## src/hw/rtl/tda_pkg.sv

```systemverilog
// ----------------------------------------------------------------------------
// tda_pkg
// shared constants and command/status types for the trip distance accumulator
// ----------------------------------------------------------------------------
package tda_pkg;

  localparam int COORD_WIDTH_DEF = 24;
  localparam int FRAC_BITS_DEF   = 8;
  localparam int ACC_WIDTH_DEF   = 48;
  localparam int CNT_WIDTH       = 32;

  localparam logic [1:0] ACT_FIX   = 2'd0;
  localparam logic [1:0] ACT_START = 2'd1;
  localparam logic [1:0] ACT_STOP  = 2'd2;

  // distance selectors for the shared root unit
  localparam logic [1:0] DSEL_START = 2'd0;
  localparam logic [1:0] DSEL_PREV  = 2'd1;
  localparam logic [1:0] DSEL_STOP  = 2'd2;

  typedef struct packed {
    logic       load_in;
    logic       sq_start;
    logic [1:0] sq_sel;
    logic       sq_step;
    logic       acc_start;
    logic       acc_prev;
    logic       commit;
    logic       div_start;
    logic       div_step;
    logic       stop_dist;
    logic       out_load;
  } tda_cmd_t;

  typedef struct packed {
    logic sq_done;
    logic div_done;
    logic active;
  } tda_sts_t;

endpackage

```

## src/hw/rtl/tda_datapath.sv

```systemverilog
// ----------------------------------------------------------------------------
// tda_datapath
// position registers, shared iterative root unit, saturating accumulators,
// restoring divider and output register
// ----------------------------------------------------------------------------
module tda_datapath #(
  parameter int COORD_WIDTH = tda_pkg::COORD_WIDTH_DEF,
  parameter int ACC_WIDTH   = tda_pkg::ACC_WIDTH_DEF
) (
  input  logic                         clk,
  input  logic                         rst_n,
  input  tda_pkg::tda_cmd_t            cmd,
  output tda_pkg::tda_sts_t            sts,
  input  logic [1:0]                   in_action,
  input  logic signed [COORD_WIDTH-1:0] in_pos_x,
  input  logic signed [COORD_WIDTH-1:0] in_pos_y,
  output logic                         out_trip_done,
  output logic [ACC_WIDTH-1:0]         out_path_length,
  output logic [ACC_WIDTH-1:0]         out_start_distance_sum,
  output logic [31:0]                  out_fix_count,
  output logic [COORD_WIDTH:0]         out_average_start_distance,
  output logic                         out_average_valid,
  output logic [COORD_WIDTH:0]         out_stop_to_start_distance,
  output logic signed [COORD_WIDTH-1:0] out_stop_x,
  output logic signed [COORD_WIDTH-1:0] out_stop_y
);

  localparam int DW  = COORD_WIDTH + 1;   // difference / distance width
  localparam int SW  = 2 * DW + 2;        // sum of squares width, even for aligned bit pairs
  localparam int RW  = DW + 1;            // root width
  localparam int RCW = $clog2(RW + 1);
  localparam int CW  = tda_pkg::CNT_WIDTH;
  localparam int DCW = $clog2(ACC_WIDTH + 1);
  localparam logic [ACC_WIDTH-1:0] ACC_MAX = '1;
  localparam logic [CW-1:0] CNT_MAX = '1;
  localparam logic [DW-1:0] DIST_MAX = '1;

  logic [1:0]                   act_r;
  logic signed [COORD_WIDTH-1:0] x_r, y_r;
  logic signed [COORD_WIDTH-1:0] prev_x_r, prev_y_r, start_x_r, start_y_r, end_x_r, end_y_r;
  logic started_r, finished_r;
  logic [ACC_WIDTH-1:0] path_r, sdist_r;
  logic [CW-1:0] cnt_r;

  // root unit
  logic signed [COORD_WIDTH-1:0] ax, ay, bx, by;
  logic signed [DW-1:0] ddx, ddy;
  logic [DW-1:0] adx, ady;
  logic [SW-1:0] sq_nxt;
  logic [SW+1:0] rem_r, rem_nxt, trial;
  logic [SW-1:0] op_r;
  logic [RW-1:0] root_r;
  logic [RCW-1:0] sq_cnt_r;
  logic [DW-1:0] root_d;

  always_comb begin
    ax = x_r; ay = y_r; bx = start_x_r; by = start_y_r;
    case (cmd.sq_sel)
      tda_pkg::DSEL_PREV: begin bx = prev_x_r; by = prev_y_r; end
      tda_pkg::DSEL_STOP: begin ax = end_x_r; ay = end_y_r; end
      default: ;
    endcase
    ddx = DW'(ax) - DW'(bx);
    ddy = DW'(ay) - DW'(by);
    adx = ddx[DW-1] ? DW'(-ddx) : DW'(ddx);
    ady = ddy[DW-1] ? DW'(-ddy) : DW'(ddy);
    sq_nxt = SW'(adx * adx) + SW'(ady * ady);
  end

  // two bits of the radicand per step, one root bit
  always_comb begin
    rem_nxt = {rem_r[SW-1:0], op_r[SW-1 -: 2]};
    trial   = {root_r, 2'b01};
    if (rem_nxt >= trial) rem_nxt = rem_nxt - trial;
  end
  assign root_d = root_r[DW-1:0];

  // divider
  logic [ACC_WIDTH-1:0] quo_r;
  logic [CW:0] drem_r, drem_sh;
  logic [DCW-1:0] div_cnt_r;
  assign drem_sh = {drem_r[CW-1:0], quo_r[ACC_WIDTH-1]};

  logic [ACC_WIDTH:0] sum_start, sum_prev;
  logic [DW-1:0] s2s_r;

  assign sum_start = {1'b0, sdist_r} + (ACC_WIDTH+1)'(root_d);
  assign sum_prev  = {1'b0, path_r} + (ACC_WIDTH+1)'(root_d);

  always_ff @(posedge clk) begin
    if (!rst_n) begin
      started_r <= 1'b0; finished_r <= 1'b0;
      prev_x_r <= '0; prev_y_r <= '0; start_x_r <= '0; start_y_r <= '0;
      end_x_r <= '0; end_y_r <= '0;
      path_r <= '0; sdist_r <= '0; cnt_r <= '0;
      sq_cnt_r <= '0; div_cnt_r <= '0;
    end else begin
      if (cmd.load_in) begin
        act_r <= in_action; x_r <= in_pos_x; y_r <= in_pos_y;
      end
      if (cmd.sq_start) begin
        op_r <= sq_nxt; rem_r <= '0; root_r <= '0; sq_cnt_r <= RCW'(RW);
      end else if (cmd.sq_step && sq_cnt_r != '0) begin
        op_r <= {op_r[SW-3:0], 2'b00};
        rem_r <= rem_nxt;
        root_r <= {root_r[RW-2:0], (rem_nxt != {rem_r[SW-1:0], op_r[SW-1 -: 2]}) ||
                   ({rem_r[SW-1:0], op_r[SW-1 -: 2]} == trial)};
        sq_cnt_r <= sq_cnt_r - 1'b1;
      end
      if (cmd.acc_start) begin
        sdist_r <= sum_start[ACC_WIDTH] ? ACC_MAX : sum_start[ACC_WIDTH-1:0];
      end
      if (cmd.acc_prev) begin
        path_r <= sum_prev[ACC_WIDTH] ? ACC_MAX : sum_prev[ACC_WIDTH-1:0];
      end
      // a finished trip ignores every later fix
      if (cmd.commit && !finished_r) begin
        if (started_r) begin
          if (cnt_r != CNT_MAX) cnt_r <= cnt_r + 1'b1;
          if (act_r == tda_pkg::ACT_STOP) begin
            finished_r <= 1'b1; end_x_r <= x_r; end_y_r <= y_r;
          end
        end
        if (act_r == tda_pkg::ACT_START) begin
          started_r <= 1'b1; start_x_r <= x_r; start_y_r <= y_r;
        end
        prev_x_r <= x_r; prev_y_r <= y_r;
      end
      if (cmd.stop_dist) s2s_r <= root_d;
      if (cmd.div_start) begin
        quo_r <= sdist_r; drem_r <= '0; div_cnt_r <= DCW'(ACC_WIDTH);
      end else if (cmd.div_step && div_cnt_r != '0) begin
        if (drem_sh >= {1'b0, cnt_r}) begin
          drem_r <= drem_sh - {1'b0, cnt_r};
          quo_r  <= {quo_r[ACC_WIDTH-2:0], 1'b1};
        end else begin
          drem_r <= drem_sh;
          quo_r  <= {quo_r[ACC_WIDTH-2:0], 1'b0};
        end
        div_cnt_r <= div_cnt_r - 1'b1;
      end
    end
  end

  always_ff @(posedge clk) begin
    if (cmd.out_load) begin
      out_trip_done <= finished_r;
      out_path_length <= path_r;
      out_start_distance_sum <= sdist_r;
      out_fix_count <= cnt_r;
      out_average_valid <= cnt_r != '0;
      if (cnt_r == '0) out_average_start_distance <= '0;
      else if (quo_r > ACC_WIDTH'(DIST_MAX)) out_average_start_distance <= DIST_MAX;
      else out_average_start_distance <= quo_r[DW-1:0];
      out_stop_to_start_distance <= s2s_r;
      out_stop_x <= end_x_r;
      out_stop_y <= end_y_r;
    end
  end

  assign sts.sq_done  = (sq_cnt_r == '0);
  assign sts.div_done = (div_cnt_r == '0);
  assign sts.active   = started_r & ~finished_r;

endmodule

```

## src/hw/rtl/tda_ctrl.sv

```systemverilog
// ----------------------------------------------------------------------------
// tda_ctrl
// sequencer: accept beat, up to three roots, accumulate, divide, present result
// ----------------------------------------------------------------------------
module tda_ctrl (
  input  logic              clk,
  input  logic              rst_n,
  input  logic              in_valid,
  output logic              in_stall,
  output logic              out_valid,
  input  logic              out_stall,
  output tda_pkg::tda_cmd_t cmd,
  input  tda_pkg::tda_sts_t sts
);

  localparam logic [3:0] S_IDLE   = 4'd0;
  localparam logic [3:0] S_RS_GO  = 4'd1;
  localparam logic [3:0] S_RS     = 4'd2;
  localparam logic [3:0] S_RP_GO  = 4'd3;
  localparam logic [3:0] S_RP     = 4'd4;
  localparam logic [3:0] S_COMMIT = 4'd5;
  localparam logic [3:0] S_RE_GO  = 4'd6;
  localparam logic [3:0] S_RE     = 4'd7;
  localparam logic [3:0] S_DIV    = 4'd8;
  localparam logic [3:0] S_OUT    = 4'd9;

  logic [3:0] state_r, state_nxt;
  logic       ovalid_r, ovalid_nxt;

  assign in_stall  = (state_r != S_IDLE);
  assign out_valid = ovalid_r;

  always_comb begin
    cmd = '0;
    state_nxt = state_r;
    ovalid_nxt = ovalid_r && out_stall;
    cmd.sq_step = 1'b1;
    cmd.div_step = 1'b1;
    unique case (state_r)
      S_IDLE: if (in_valid) begin
        cmd.load_in = 1'b1; state_nxt = S_RS_GO;
      end
      S_RS_GO: begin
        if (sts.active) begin
          cmd.sq_start = 1'b1; cmd.sq_sel = tda_pkg::DSEL_START; state_nxt = S_RS;
        end else state_nxt = S_COMMIT;
      end
      S_RS: if (sts.sq_done) begin cmd.acc_start = 1'b1; state_nxt = S_RP_GO; end
      S_RP_GO: begin
        cmd.sq_start = 1'b1; cmd.sq_sel = tda_pkg::DSEL_PREV; state_nxt = S_RP;
      end
      S_RP: if (sts.sq_done) begin cmd.acc_prev = 1'b1; state_nxt = S_COMMIT; end
      S_COMMIT: begin
        cmd.commit = 1'b1; state_nxt = S_RE_GO;
      end
      S_RE_GO: begin
        cmd.sq_start = 1'b1; cmd.sq_sel = tda_pkg::DSEL_STOP;
        cmd.div_start = 1'b1; state_nxt = S_RE;
      end
      S_RE: if (sts.sq_done) begin cmd.stop_dist = 1'b1; state_nxt = S_DIV; end
      S_DIV: if (sts.div_done && !ovalid_nxt) begin
        cmd.out_load = 1'b1; ovalid_nxt = 1'b1; state_nxt = S_IDLE;
      end
      default: state_nxt = S_IDLE;
    endcase
  end

  always_ff @(posedge clk) begin
    if (!rst_n) begin
      state_r <= S_IDLE; ovalid_r <= 1'b0;
    end else begin
      state_r <= state_nxt; ovalid_r <= ovalid_nxt;
    end
  end

endmodule

```

## src/hw/rtl/trip_distance_accumulator.sv

```systemverilog
// ----------------------------------------------------------------------------
// trip_distance_accumulator
// path length and start distance statistics over a stream of position fixes
// ----------------------------------------------------------------------------
//  channel | direction | handshake          | payload
//  in_     | input     | in_valid/in_stall  | action, pos_x, pos_y
//  out_    | output    | out_valid/out_stall| trip totals, stop point, distances
//
//  during a trip a fix takes three passes of the one-bit-per-cycle root unit and
//  the tail of the 48-step divider, which starts with the last root; outside a
//  trip, only the last root pass and the divider. reset is synchronous and
//  clears all trip state. the result register holds a beat while out_stall
//  is high; the next fix is taken while a result still waits, but is not
//  presented until the previous beat leaves.
module trip_distance_accumulator #(
  parameter int COORD_WIDTH = tda_pkg::COORD_WIDTH_DEF,
  parameter int ACC_WIDTH   = tda_pkg::ACC_WIDTH_DEF
) (
  input  logic                          clk,
  input  logic                          rst_n,
  input  logic                          in_valid,
  output logic                          in_stall,
  input  logic [1:0]                    in_action,
  input  logic signed [COORD_WIDTH-1:0] in_pos_x,
  input  logic signed [COORD_WIDTH-1:0] in_pos_y,
  output logic                          out_valid,
  input  logic                          out_stall,
  output logic                          out_trip_done,
  output logic [ACC_WIDTH-1:0]          out_path_length,
  output logic [ACC_WIDTH-1:0]          out_start_distance_sum,
  output logic [31:0]                   out_fix_count,
  output logic [COORD_WIDTH:0]          out_average_start_distance,
  output logic                          out_average_valid,
  output logic [COORD_WIDTH:0]          out_stop_to_start_distance,
  output logic signed [COORD_WIDTH-1:0] out_stop_x,
  output logic signed [COORD_WIDTH-1:0] out_stop_y
);

  tda_pkg::tda_cmd_t cmd;
  tda_pkg::tda_sts_t sts;

  tda_ctrl u_ctrl (
    .clk(clk), .rst_n(rst_n), .in_valid(in_valid), .in_stall(in_stall),
    .out_valid(out_valid), .out_stall(out_stall), .cmd(cmd), .sts(sts)
  );

  tda_datapath #(.COORD_WIDTH(COORD_WIDTH), .ACC_WIDTH(ACC_WIDTH)) u_dp (
    .clk(clk), .rst_n(rst_n), .cmd(cmd), .sts(sts),
    .in_action(in_action), .in_pos_x(in_pos_x), .in_pos_y(in_pos_y),
    .out_trip_done(out_trip_done), .out_path_length(out_path_length),
    .out_start_distance_sum(out_start_distance_sum), .out_fix_count(out_fix_count),
    .out_average_start_distance(out_average_start_distance),
    .out_average_valid(out_average_valid),
    .out_stop_to_start_distance(out_stop_to_start_distance),
    .out_stop_x(out_stop_x), .out_stop_y(out_stop_y)
  );

  // a result is only loaded when the register is free
  a_no_overwrite: assert property (@(posedge clk) disable iff (!rst_n)
    (out_valid && out_stall) |-> !cmd.out_load) else $error("result overwritten");

  // the trip is never reported done before a fix was counted
  a_done_counted: assert property (@(posedge clk) disable iff (!rst_n)
    (out_valid && out_trip_done) |-> (out_fix_count != '0)) else $error("done without fixes");

  // average is valid exactly when count is nonzero
  a_avg_valid: assert property (@(posedge clk) disable iff (!rst_n)
    out_valid |-> (out_average_valid == (out_fix_count != '0)))
    else $error("average valid mismatch");

endmodule
```

## config.mk

```make
export PLATFORM = sky130hd
export DESIGN_NAME = trip_distance_accumulator
export DESIGN_NICKNAME = d
export VERILOG_FILES = /design/src/hw/rtl/tda_pkg.sv /design/src/hw/rtl/tda_datapath.sv /design/src/hw/rtl/tda_ctrl.sv /design/src/hw/rtl/trip_distance_accumulator.sv
export SDC_FILE = /design/constraint.sdc
export NUM_CORES = 2
export LEC_CHECK = 0
export ABC_AREA = 1
export BUFFER_PORTS_ARGS = -buffer_cell sky130_fd_sc_hd__buf_2
export CAP_MARGIN = 20
export CORE_ASPECT_RATIO = 1.75
export CORE_UTILIZATION = 65
export CTS_CLUSTER_DIAMETER = 120
export DETAILED_ROUTE_END_ITERATION = 7
export PLACE_DENSITY = 0.88
export SYNTH_ARGS = -nofsm -noshare
export SYNTH_HDL_FRONTEND = slang
export SYNTH_SLANG_ARGS = --single-unit
```

## constraint.sdc

```tcl
create_clock -name clk -period 13.8 [get_ports clk]
set_input_delay 1.38 -clock clk [delete_from_list [all_inputs] [get_ports clk]]
set_output_delay 1.38 -clock clk [all_outputs]
set_load 0.05 [all_outputs]
```

Word-level counts from Yosys, hierarchy flattened
Index checks and enable logic that the tools add are counted.
{"block": "word_totals", "reg_bits": 803, "latch_bits": 0, "ram_bits": 0, "romBits": 0, "in_bits": 54, "output_inout_bits": 230, "wordCells": 145, "memories": 0}
{"block": "classes", "add_sub_neg": 12, "mul": 2, "div": 0, "n_lt_le_gt_ge": 3, "n_eq_ne": 20, "shifts": 0, "mux": 44, "bitwise": 3, "n_reduce_logical": 26}
{"cell": "2-to-1 mux 48 bit", "n": 4}
{"cell": "2-to-1 mux 52 bit", "n": 3}
{"cell": "multiplier 25 x 25 -> 50 bit", "n": 2}
{"cell": "adder 48 x 25 -> 49 bit", "n": 2}
{"cell": "2-to-1 mux 24 bit", "n": 4}
{"cell": "2-to-1 mux 25 bit", "n": 3}
{"cell": "2-to-1 mux 32 bit", "n": 2}
{"cell": "equality test 54 x 28 -> 1 bit", "n": 1}
{"cell": ">= comparator 54 x 28 -> 1 bit", "n": 1}
{"cell": "2-to-1 mux 54 bit", "n": 1}
{"cell": "!= test 54 bit", "n": 1}
{"cell": "subtractor 54 x 28 -> 54 bit", "n": 1}
{"cell": "adder 50 x 50 -> 51 bit", "n": 1}
{"cell": "negation 25 bit", "n": 2}
{"cell": "subtractor 24 x 24 -> 25 bit", "n": 2}
{"cell": "greater-than comparator 48 x 25 -> 1 bit (second input constant)", "n": 1}
{"cell": "one-hot mux 4 bit (9 select lines)", "n": 1}
{"cell": ">= comparator 33 x 32 -> 1 bit", "n": 1}
{"cell": "adder 32 x 1 -> 32 bit (second input constant)", "n": 1}
{"cell": "zero test 32 bit", "n": 1}
{"cell": "!= test 32 bit (second input constant)", "n": 1}
{"cell": "nonzero test 32 bit", "n": 1}
{"cell": "subtractor 32 bit", "n": 1}
{"cell": "2-to-1 mux 26 bit", "n": 1}
{"cell": "32 further kinds", "n": 71}

Logic depth before layout (Yosys ltp)
{"block": "depth", "ltp_word": 12, "mapped_depth": 66, "depth_no_buf": 64}

Cells and area by module
From an unflattened synthesis, not the netlist that was laid out.
{"block": "hier_totals", "hier_cells": 8885, "hier_area_um2": 77697.0}
{"module": "tda_datapath", "instances": 1, "cells_each": 8812, "area_per_inst_um2": 77289.1, "seq_area_each_um2": 21110.2}
{"module": "tda_ctrl", "instances": 1, "cells_each": 73, "area_per_inst_um2": 407.9, "seq_area_each_um2": 100.1}

Worst setup path after synthesis
Ideal clock, no wire load.
{"block": "synth_timing", "path_type": "in2reg", "start": "input out_stall", "end": "register u_dp.out_average_start_distance[0], enable pin", "setup_ns": 0.819, "arrival_ns": 10.910, "required_time_ns": 12.981, "setup_slack_ns": 2.071, "path_stages": 3, "n_path_buf": 0, "cell_sequence": "nand2_1 > inv_1 > nor2_1"}
{"element": "start, declared", "line": "trip_distance_accumulator.sv:27", "source": "input logic out_stall,"}
{"element": "end signal, assigned", "line": "tda_datapath.sv:154", "source": "else out_average_start_distance <= quo_r[DW-1:0];"}
{"element": "end, declared", "line": "tda_datapath.sv:21", "source": "output logic [COORD_WIDTH:0] out_average_start_distance,"}

Worst setup path after layout
{"block": "layout_timing", "start": "register u_ctrl.state_r[1]", "end": "register u_dp.op_r[45] (data pin)"}
{"block": "layout_via", "elab_chain_len": 10, "word_cells_on_any_way": 20, "classes_between": "5 x add/sub; 2 x mul; 5 x eq/ne; 8 x mux"}
{"element": "start, declared", "line": "tda_ctrl.sv:27", "source": "logic [3:0] state_r, state_nxt;"}
{"element": "start signal, assigned", "line": "tda_ctrl.sv:72", "source": "state_r <= state_nxt; ovalid_r <= ovalid_nxt;"}
{"element": "equality test 4 x 3 -> 1 bit, or another cell as far along", "line": "tda_ctrl.sv:39", "source": "unique case (state_r)"}
{"element": "one-hot mux 3 bit (3 select lines) *", "line": "tda_ctrl.sv:39"}
{"element": "equality test 2 bit / equality test 2 x 1 -> 1 bit (equally long branches)", "line": "tda_datapath.sv:58", "source": "case (cmd.sq_sel)"}
{"element": "2-to-1 mux 24 bit", "line": "tda_datapath.sv:58"}
{"element": "subtractor 24 x 24 -> 25 bit (on tied branches)", "line": "tda_datapath.sv:63, tda_datapath.sv:64"}
{"element": "negation 25 bit (on tied branches)", "line": "tda_datapath.sv:65, tda_datapath.sv:66"}
{"element": "2-to-1 mux 25 bit (on tied branches)", "line": "tda_datapath.sv:65, tda_datapath.sv:66"}
{"element": "multiplier 25 x 25 -> 50 bit", "line": "tda_datapath.sv:67", "source": "sq_nxt = SW'(adx * adx) + SW'(ady * ady);"}
{"element": "adder 50 x 50 -> 51 bit", "line": "tda_datapath.sv:67"}
{"element": "2-to-1 mux 52 bit *", "line": "tda_datapath.sv:101", "source": "if (cmd.sq_start) begin"}
{"element": "end signal, assigned", "line": "tda_datapath.sv:104", "source": "op_r <= {op_r[SW-3:0], 2'b00};"}
{"element": "end, declared", "line": "tda_datapath.sv:51", "source": "logic [SW-1:0] op_r;"}
Every way passes the cells marked *; elsewhere a longest branch is shown, timed or not.
A chain may end at the register's enable or synchronous reset.

==> flow_summary.yaml <==
layout:
  final_cells: 10708
  regArea_um2: 21200
  nets: 10761
  multiInputGateArea_um2: 48100
  final_cell_area_um2: 83500
  fillCellCount: 9009
  drive_gt1_share_pct: 6.87
  synthToLayoutAreaGrowth_pct: 7.49
timing:
  worst_pin_slew_ns: 1.23
  skew_ns: 0.0344
  max_freq_mhz: 74.6
  worst_slack_ns: 0.387
  setup_viol: 0
  maxSlewHeadroom_pct: 17.8
  hold_ws_ns: 0.395
  fin_crit_sh_pct: 97.2
  hold_violations: 0
  drv_slew: 0
  fin_crit_ns: 13.41
cts:
  clock_path_buffers: 3
  clk_latency_ns: 0.69
  cts_tree: "done"
  root_buffer: "clkbuf_16"
  cts.sinks: 803
  htreeDepth: 3
  cts_buffers: 71
  clk_pin_slew_ns: 0.07
synthesis:
  yosysTopAreaCell: "fa_1"
  synthFlopType: "edfxtp_1"
  ys_seq_elements: 803
  netlist_area_um2: 77600
  syn_area_per_cell_um2: 8.74
  yosysUniqueCellTypes: 67
  synth-edff-count: 513
  synth-seq-area-share_pct: 27.3
  synth.area.top_cells: "fa_1, edfxtp_1, inv_1, ha_1, dfxtp_1"
  synthArstFlopShare_pct: 0
  netlist_instances: 8883
  yosysTopAreaCellShare_pct: 26.9
  yosys_warnings: 0
grt:
  grt_pass1_wl_mm: 394
  grt_use_met1_pct: 42.8
  grt_start_max_net_pins: 134
  grt_util_met3_pct: 13.1
  grt.met2_usage_pct: 73.3
  grt_pass1_vias: 67706
  antenna_found_initial: 21
  grt_usage_pct: 44.3
  overflow: 0
  grt_busiest_layer: "met2"
place:
  dp.cells: 10558
  globalplace.congestion: 1.12
  portBuffers: 283
  placed_area_um2: 80700
  pre_cts_ws_ns: -0.112
  hpwlAfterDp_mm: 201
worst_setup_path:
  worstSetupPathType: "flip-flop to flip-flop"
  reg2reg_depth: 48
  worstPathRequired_ns: 14.23
  worst_path_largest_cell_delay_ns: 0.83
  path_max_fanout: 16
  r2r_slack_ns: 0.39
  timing.rr.end: "u_dp.op_r[45]"
  start_kind: "flip-flop"
  arrival_ns: 13.85
  crit_slowest_cell: "fa_1"
  critPathCaptureType: "flip-flop"
  r2r-start: "u_ctrl.state_r[1]"
die:
  io_pins: 284
  rows: 167
  fp.dieArea_um2: 121000
  dieWidth_um: 263
  start_util_pct: 65.5
  coreArea_um2: 118000
  dieHeight_um: 459
route:
  wl_mm: 263
  drc_errors: 9
  drt_first_iter_violations: 6258
  via_per_inst: 6.04
  vias: 64706
  ant_nets: 0
  dr.pass1.iters: 8
  wl_per_cell_um: 24.5
outcome:
  status: "complete, but fails checks"
  violations: "design-rule violations"
worst_hold_path:
  hold_class: "flip-flop to flip-flop"
  worstHoldStart: "u_dp.s2s_r[16]"
  whs_path_depth: 0
  hold_end: "u_dp.out_stop_to_start_distance[16]"
job:
  max-cap-violations: 0
## final cells by class
| cell class | instances | area share [%] |
|---|---|---|
| Timing Repair Buffer | 372 | 2.58 |
| Sequential cell | 803 | 25.4 |
| Clock inverter | 46 | 0.759 |
| Clock buffer | 84 | 2.24 |
| Tap cell | 1521 | 2.28 |
| Antenna cell | 4 | 0.0120 |
| Multi-Input combinational cell | 5867 | 57.6 |
| Inverter | 2011 | 9.08 |
## state kept, by name (all words and copies together) (netlist names), 25 cells and up
name                             cells
u_dp.op_r                           52
u_dp.rem_r                          52
u_dp.out_path_length                48
u_dp.out_start_distance_sum         48
u_dp.path_r                         48
u_dp.quo_r                          48
u_dp.sdist_r                        48
u_dp.cnt_r                          32
u_dp.drem_r                         32
u_dp.out_fix_count                  32
u_dp.root_r                         26
u_dp.out_average_start_distance     25
u_dp.out_stop_to_start_distance     25
u_dp.s2s_r                          25
## per-layer routing
metal / vias to the layer above / routed length [um]
met1: 30949 / 76900
met2: 3934 / 125000
li1: 28246 / -
met4: 24 / 34200
met5: - / 144
met3: 1553 / 26600
## metrics by stage
step                      util [%]  TNS [ns]
final                         70.4         0
after floorplan                  -         0
after global placement        68.1         0
after global routing          70.4  -0.00279
after detailed placement      68.1    -0.112
after CTS                     70.2         0
## cell usage after synthesis, drive strengths merged (3+ instances only)
master  count
or2        45
xor2      118
o21ai     556
nand4      81
nor2     1013
o31ai       6
o221a       3
fa       1044
xnor2      81
clkbuf    166
o22ai       3
nand3b     14
a211oi     34
buf        72
clkinv      9
a21oi     493
edfxtp    513
a31o        6
o21a       19
nor3b       4
o21bai     15
nand2    1241
and3        4
o221ai      5
a221oi     14
inv      2002
nand3     215
a21boi      6
dfxtp     290
ha        537
a31oi      67
nor3      122
a21o       21
nor4       40
o211ai     12
## layout by cell type, fill, tap and decap left out, drive strengths merged, types with 3 or more instances in the layout
cell / synthesis / layout
xnor2: 81 / 81
xor2: 118 / 118
conb: 2 / 38
nor3b: 4 / 4
diode: 0 / 4
nand3: 215 / 215
o21bai: 15 / 15
nor3: 122 / 122
a21boi: 6 / 6
a211oi: 34 / 34
nand3b: 14 / 14
clkinvlp: 0 / 12
nor4: 40 / 40
o22ai: 3 / 3
buf: 72 / 371
o21ai: 556 / 556
and3: 4 / 4
o211ai: 12 / 12
nand2: 1241 / 1241
a31oi: 67 / 67
ha: 537 / 537
clkbuf: 166 / 85
o31ai: 6 / 6
a221oi: 14 / 14
o221a: 3 / 3
a21oi: 493 / 493
o21a: 19 / 19
nor2: 1013 / 1013
nand4: 81 / 81
or2: 45 / 45
a31o: 6 / 6
dfxtp: 290 / 290
o221ai: 5 / 5
edfxtp: 513 / 513
a21o: 21 / 21
fa: 1044 / 1044
inv: 2002 / 2011
clkinv: 9 / 23
bufinv: 0 / 11
## repair_timing
action	in CTS	in global routing
resized for setup	1	23
pin swaps	0	1
setup buffers	0	13
setup endpoints to repair	1	30
hold buffers	0	0
## worst max-delay path, delay by kind of cell (launching register included)
kind	cells	cell delay (ns)
adders and majority gates	12	6.46
xor gates and xnor gates	1	0.24
DFF	1	0.42
and+or+nand+nor	13	2.69
AOI/OAI and AO/OA	10	1.75
buffers and inverters	12	1.56
## how the worst max path moves through the flow
stage                      start                                 end  depth (start not counted)
2_1_floorplan          out_stall  u_dp.out_average_start_distance[0]                          3
3_3_place_gp   u_ctrl.state_r[3]                       u_dp.op_r[45]                         51
3_5_place_dp   u_ctrl.state_r[3]                       u_dp.op_r[45]                         51
4_1_cts        u_ctrl.state_r[3]                       u_dp.op_r[45]                         51
5_1_grt        u_ctrl.state_r[1]                       u_dp.op_r[45]                         54
6_report       u_ctrl.state_r[1]                       u_dp.op_r[45]                         48
## cells by family (layout without fill, tap and decap cells)
family / after synthesis / count (layout) / share of synthesized area (%)
DFF: 803 / 803 / 27.3
xor gates and xnor gates: 199 / 199 / 2.28
AOI/OAI and AO/OA: 1268 / 1268 / 8.89
adders and majority gates: 1581 / 1581 / 35.6
buffers and inverters: 2249 / 2513 / 11.1
other: 2 / 42 / 0.00967
and+or+nand+nor: 2781 / 2781 / 14.8
Power is not shown: default switching activity piles up to over one toggle a cycle in this logic, so the estimate is an artifact.
